## src/rtl/edge_list_table_unit_assert.svh

```systemverilog
// assertion macros for the edge list table unit
`ifndef EDGE_LIST_TABLE_UNIT_ASSERT_SVH
`define EDGE_LIST_TABLE_UNIT_ASSERT_SVH
`ifndef SYNTH
`define ELT_ASSERT_IMP(label, clk, rst_n, ante, cons) \
    label: assert property (@(posedge clk) disable iff (!rst_n) (ante) |-> (cons)) \
        else $error("assertion failed");
`define ELT_ASSERT_NEXT(label, clk, rst_n, ante, cons) \
    label: assert property (@(posedge clk) disable iff (!rst_n) (ante) |=> (cons)) \
        else $error("assertion failed");
`else
`define ELT_ASSERT_IMP(label, clk, rst_n, ante, cons)
`define ELT_ASSERT_NEXT(label, clk, rst_n, ante, cons)
`endif
`endif

```

## src/rtl/elt_pkg.sv

```systemverilog
package elt_pkg;

    localparam int MaxNodes = 64;
    localparam int MaxEdges = 256;

    typedef enum logic [1:0] {
        OP_INSERT = 2'd0,
        OP_REMOVE = 2'd1,
        OP_QUERY  = 2'd2,
        OP_NEIGH  = 2'd3
    } op_t;

    typedef enum logic [2:0] {
        ST_OK       = 3'd0,
        ST_BAD_NODE = 3'd1,
        ST_NO_EDGE  = 3'd2,
        ST_FULL     = 3'd3,
        ST_REVERSED = 3'd4
    } status_t;

    typedef enum logic [3:0] {
        S_IDLE,
        S_DECIDE,
        S_SCAN_REQ,
        S_SCAN_CHK,
        S_SHIFT_RD,
        S_SHIFT_WR,
        S_LIST,
        S_OUT
    } state_t;

    // controller to datapath
    typedef struct packed {
        logic load;        // capture input item
        logic do_insert;   // write entry at count, bump count
        logic scan_start;  // clear scan index and flags
        logic scan_rd;     // issue read at scan index
        logic scan_chk;    // evaluate read data, step index
        logic shift_rd;    // read entry idx+1
        logic shift_wr;    // write it at idx, step
        logic shift_done;  // drop count
        logic list_start;  // clear node index
        logic list_step;   // step node index
        logic emit;        // load output register
        logic emit_last;
        logic emit_nb;     // output holds a neighbour
        logic [2:0] emit_status;
    } ctl_t;

    // datapath to controller
    typedef struct packed {
        logic [1:0] op;
        logic bad_a;
        logic bad_ab;
        logic full;
        logic scan_end;     // index reached count
        logic hit_exact;
        logic hit_any;
        logic rev_seen;
        logic shift_end;
        logic nb_here;      // current node is a neighbour
        logic nb_more;      // another neighbour above current
        logic out_busy;     // output register full and not taken
    } sts_t;

endpackage

```

## src/rtl/elt_ctrl.sv

```systemverilog
module elt_ctrl
(
    input  logic          clk,
    input  logic          rst_n,
    input  logic          in_fire,
    input  elt_pkg::sts_t sts,
    output elt_pkg::ctl_t ctl,
    output logic          idle
);

    elt_pkg::state_t state_reg;
    elt_pkg::state_t state_next;

    // state register
    always_ff @(posedge clk or negedge rst_n)
    begin
        if (!rst_n)
        begin
            state_reg <= elt_pkg::S_IDLE;
        end
        else
        begin
            state_reg <= state_next;
        end
    end

    // next state
    always_comb
    begin
        state_next = state_reg;
        case (state_reg)
            elt_pkg::S_IDLE:
            begin
                if (in_fire)
                begin
                    state_next = elt_pkg::S_DECIDE;
                end
            end
            elt_pkg::S_DECIDE:
            begin
                if (sts.op == elt_pkg::OP_INSERT)
                begin
                    state_next = elt_pkg::S_OUT;
                end
                else if (sts.op == elt_pkg::OP_NEIGH && sts.bad_a)
                begin
                    state_next = elt_pkg::S_OUT;
                end
                else
                begin
                    state_next = elt_pkg::S_SCAN_REQ;
                end
            end
            elt_pkg::S_SCAN_REQ:
            begin
                if (sts.scan_end)
                begin
                    state_next = (sts.op == elt_pkg::OP_NEIGH) ? elt_pkg::S_LIST
                                                                : elt_pkg::S_OUT;
                end
                else
                begin
                    state_next = elt_pkg::S_SCAN_CHK;
                end
            end
            elt_pkg::S_SCAN_CHK:
            begin
                if (sts.op == elt_pkg::OP_REMOVE && sts.hit_exact)
                begin
                    state_next = elt_pkg::S_SHIFT_RD;
                end
                else if (sts.op == elt_pkg::OP_QUERY && sts.hit_any)
                begin
                    state_next = elt_pkg::S_OUT;
                end
                else
                begin
                    state_next = elt_pkg::S_SCAN_REQ;
                end
            end
            elt_pkg::S_SHIFT_RD:
            begin
                state_next = sts.shift_end ? elt_pkg::S_OUT : elt_pkg::S_SHIFT_WR;
            end
            elt_pkg::S_SHIFT_WR:
            begin
                state_next = elt_pkg::S_SHIFT_RD;
            end
            elt_pkg::S_LIST:
            begin
                if (!sts.out_busy)
                begin
                    if (!sts.nb_more)
                    begin
                        state_next = elt_pkg::S_IDLE;
                    end
                    else if (sts.nb_here && !sts.out_busy)
                    begin
                        state_next = elt_pkg::S_LIST;
                    end
                end
            end
            elt_pkg::S_OUT:
            begin
                if (!sts.out_busy)
                begin
                    state_next = elt_pkg::S_IDLE;
                end
            end
            default:
            begin
                state_next = elt_pkg::S_IDLE;
            end
        endcase
    end

    // outputs
    always_comb
    begin
        ctl = '0;
        idle = 1'b0;
        case (state_reg)
            elt_pkg::S_IDLE:
            begin
                idle = 1'b1;
                ctl.load = in_fire;
            end
            elt_pkg::S_DECIDE:
            begin
                ctl.scan_start = 1'b1;
                ctl.list_start = 1'b1;
            end
            elt_pkg::S_SCAN_REQ:
            begin
                ctl.scan_rd = !sts.scan_end;
            end
            elt_pkg::S_SCAN_CHK:
            begin
                ctl.scan_chk = 1'b1;
            end
            elt_pkg::S_SHIFT_RD:
            begin
                ctl.shift_rd = !sts.shift_end;
                ctl.shift_done = sts.shift_end;
            end
            elt_pkg::S_SHIFT_WR:
            begin
                ctl.shift_wr = 1'b1;
            end
            elt_pkg::S_LIST:
            begin
                // one node per cycle unless busy; emit neighbours
                if (!sts.out_busy)
                begin
                    ctl.list_step = 1'b1;
                    if (sts.nb_here)
                    begin
                        ctl.emit = 1'b1;
                        ctl.emit_nb = 1'b1;
                        ctl.emit_last = !sts.nb_more;
                        ctl.emit_status = elt_pkg::ST_OK;
                    end
                    else if (!sts.nb_more)
                    begin
                        ctl.emit = 1'b1;
                        ctl.emit_last = 1'b1;
                        ctl.emit_status = elt_pkg::ST_OK;
                    end
                end
            end
            elt_pkg::S_OUT:
            begin
                if (!sts.out_busy)
                begin
                    ctl.emit = 1'b1;
                    ctl.emit_last = 1'b1;
                    ctl.do_insert = (sts.op == elt_pkg::OP_INSERT) && !sts.bad_ab
                                    && !sts.full;
                    case (sts.op)
                        elt_pkg::OP_INSERT:
                            ctl.emit_status = sts.bad_ab ? elt_pkg::ST_BAD_NODE :
                                              sts.full ? elt_pkg::ST_FULL : elt_pkg::ST_OK;
                        elt_pkg::OP_REMOVE:
                            ctl.emit_status = sts.hit_exact ? elt_pkg::ST_OK :
                                              sts.rev_seen ? elt_pkg::ST_REVERSED
                                                           : elt_pkg::ST_NO_EDGE;
                        elt_pkg::OP_NEIGH:
                            ctl.emit_status = elt_pkg::ST_BAD_NODE;
                        default:
                            ctl.emit_status = elt_pkg::ST_OK;
                    endcase
                end
            end
            default:
            begin
                ctl = '0;
            end
        endcase
    end

endmodule

```

## config.mk

```make
export PLATFORM = sky130hd
export DESIGN_NAME = elt_ctrl
export DESIGN_NICKNAME = d
export VERILOG_FILES = /design/src/rtl/edge_list_table_unit_assert.svh /design/src/rtl/elt_pkg.sv /design/src/rtl/elt_ctrl.sv
export SDC_FILE = /design/constraint.sdc
export NUM_CORES = 1
export LEC_CHECK = 0
export BUFFER_PORTS_ARGS = -buffer_cell sky130_fd_sc_hd__buf_4
export CAP_MARGIN = 20
export CORE_AREA = 3 3 40 42
export CTS_CLUSTER_DIAMETER = 80
export DETAILED_ROUTE_END_ITERATION = 16
export DIE_AREA = 0 0 43 45
export GPL_ROUTABILITY_DRIVEN = 0
export PLACE_DENSITY = 0.79
export SLEW_MARGIN = 20
export SYNTH_ARGS = -nofsm -noshare
export SYNTH_HDL_FRONTEND = slang
export SYNTH_SLANG_ARGS = --single-unit
```

## constraint.sdc

```tcl
create_clock -name clk -period 3.55 [get_ports clk]
set_clock_uncertainty 0.1 [all_clocks]
set_input_delay 0.355 -clock clk [delete_from_list [all_inputs] [get_ports clk]]
set_output_delay 0.355 -clock clk [all_outputs]
set_load 0.05 [all_outputs]
```

==> results.yml <==
status:
  status: "completed"
timing:
  max_freq_mhz: 418
  setup_viol: 0
  rsz0062_at_grt: "false"
  fin_setup_tns_ps: 0
  hold_viol: 0
  relSlewSlack_pct: 55.9
  period_share_pct: 67.4
  slew_violations: 0
  setup_slack_ps: 1160
  tightestPinTransition_ps: 661
  min_period_ps: 2390
clock_network:
  cts-buffers-inserted: 3
  htreeDepth: 1
  cts-resized-gates: 0
  clk_path_buf_depth: 2
  cts_setup_buffers: 0
  cts_tree: "yes"
  cts.sinks: 3
  cts-root-buf: "clkbuf_4"
  cts.clk_slew.worst_paths_ps: 40
  clkLatencyLatePin_ps: 230
placement:
  dpl.hpwl_um: 1010
  dp_cells: 107
  pre_cts_slack_ps: 1400
  port-buffer-count: 32
detailed_routing:
  antenna_left: 0
  dr_total_vias: 584
  drt-initial-drc-count: 14
  vias_per_cell: 5.21
  dr.pass1.iters: 4
  route.detailed.drc: 0
  routedWlPerCell_um: 11.5
  wl_um: 1290
critical_path:
  startpoint: "state_reg[1]"
  cp.required_ps: 3090
  cp_data_arrival_time_ps: 1940
  cp-end-kind: "primary output"
  crit_fanout: 19
  critPathKind: "register to primary output"
  ff2ff_path_depth: 4
  crit_end: "ctl[14]"
  r2r_start: "state_reg[1]"
  critPathLaunchType: "register"
  reg2reg_setup_slack_ps: 1940
  r2r-end: "state_reg[0]"
synth:
  ys_ff_latch: 3
  postSynthCellCount: 67
  synth_cell_types: 33
  synth_area_per_cell_um2: 7.73
  yosys_warnings: 0
  syn_nets: 83
  yosysSeqAreaShare_pct: 14.5
  synthesis.area_um2: 518
cells_and_area:
  largest_reg_flops: 3
  final_common_cell: "buf_4"
  fillers: 134
  area_growth_pct: 46.9
  finalNonFillerCells: 112
  fin_nets: 114
  layout_common_cells: "buf_4 (32), nor2_1 (9), nand2_1 (5), a21oi_1 (5)"
  drive_above_1_share_pct: 43.3
  n_antenna_cell: 0
flow_run:
  drv_cap: 0
global_routing:
  grt_overflow: 0
  grt_usage_pct: 14.6
  antenna_found_initial: 0
  grt_pass1_vias: 550
  grt_pass1_wl_um: 2240
  grt_max_degree: 20
power:
  ir_worst_vdd_uv: 312
  power.switching_uw: 351
  comb_power_share_pct: 66.2
  clockPowerShare_pct: 10.0
  cellPowerDensity_nw_per_um2: 779
  p_sw_share_pct: 59.3
  seq_power_share_pct: 23.8
  p_int_uw: 241
  cellLeakagePower_nw: 0.350
die:
  die_y_um: 45
  dieArea_um2: 1940
  core-area_um2: 1280
  start_util_pct: 40.3
  boundaryPins: 33
  row_count: 13
  dieWidth_um: 43
hold_path:
  hp-class: "input pin to asynchronous set/reset pin"
-- how the worst min path moves through the flow --
stage	from	end	slack (ps)	depth (start not counted)
after detailed placement	rst_n	state_reg[2]	50	1
after floorplan	rst_n	state_reg[0]	-40	0
after global placement	rst_n	state_reg[2]	40	1
after global routing	rst_n	state_reg[0]	360	2
after CTS	rst_n	state_reg[2]	350	2
final	rst_n	state_reg[2]	350	2
-- power by group through the flow --
stage / registers [mW] / clock network, mW / logic (mW)
floorplan: 0.0635 / 0 / 0.402
global placement: 0.138 / 0 / 0.388
detailed placement: 0.141 / 0 / 0.392
CTS: 0.141 / 0.0604 / 0.394
global route: 0.151 / 0.0655 / 0.420
finish: 0.141 / 0.0594 / 0.392
-- through the flow --
step	cell area (um2)	hold WS [ps]	utilization (%)	power [mW]
global route	761	359	59.2	0.636
global placement	724	44.8	56.4	0.526
finish	761	350	59.2	0.592
floorplan	518	-40.6	-	0.465
detailed placement	724	45.1	56.4	0.533
CTS	761	347	59.2	0.595
-- Yosys cell counts --
library cell / number / area, um2
nor2_1: 9 / 33.8
a21oi_1: 5 / 25.0
nand2_1: 5 / 18.8
buf_2: 3 / 15.0
dfrtp_1: 3 / 75.1
nand2b_1: 3 / 18.8
nand4b_1: 3 / 26.3
nor3_1: 3 / 15.0
and2_1: 2 / 12.5
buf_4: 2 / 15.0
buf_6: 2 / 22.5
inv_1: 2 / 7.51
nand3_1: 2 / 10.0
nor3b_1: 2 / 15.0
o211ai_1: 2 / 15.0
o21ai_0: 2 / 10.0
a211oi_1: 1 / 7.51
a21boi_0: 1 / 7.51
a31oi_1: 1 / 6.26
and2b_1: 1 / 7.51
and3_1: 1 / 6.26
nand3b_4: 1 / 20.0
nand4_1: 1 / 6.26
nor2b_1: 1 / 6.26
nor3_2: 1 / 10.0
nor4_1: 1 / 6.26
nor4_2: 1 / 12.5
nor4b_1: 1 / 8.76
o311ai_2: 1 / 16.3
o311ai_4: 1 / 26.3
o31ai_1: 1 / 7.51
o41ai_2: 1 / 16.3
or3b_4: 1 / 11.3
-- area by class of cell --
cell class / instances / area [um2] / share of cell area [%]
Inverter: 2 / 7.51 / 0.987
Sequential cell: 3 / 75.1 / 9.87
Tap cell: 15 / 18.8 / 2.47
Timing Repair Buffer: 33 / 250 / 32.9
Clock buffer: 4 / 26.3 / 3.45
Multi-Input combinational cell: 55 / 383 / 50.3
-- critical path, cell delays in order, from the launching register on --
cell	delay, ps
dfrtp_1	750
nand3b_4	150
or3b_4	420
nor4_2	140
buf_4	230
-- kinds of logic after synthesis --
| logic type | count (synthesis) | synth area share, % |
|---|---|---|
| AND/OR/NAND/NOR | 39 | 47.3 |
| AO/OA/AOI/OAI | 16 | 26.6 |
| buffers and inverters | 9 | 11.6 |
| flip-flops | 3 | 14.5 |
-- routing by layer --
metal | GRT usage [%] | up-vias | part of all wire, %
li1 | - | 306 | -
met2 | 26.0 | 24 | 49
met5 | 0 | - | 0
met1 | 18.1 | 254 | 43
met3 | 1.59 | 0 | 7.8
met4 | 5.42 | 0 | 0
-- what timing repair did --
item | in CTS | in global routing
endpoints found under the hold margin | 3 | 0
setup endpoints to repair | 0 | 0
hold buffers | 1 | 0
Power figures use the tool's default switching activity.
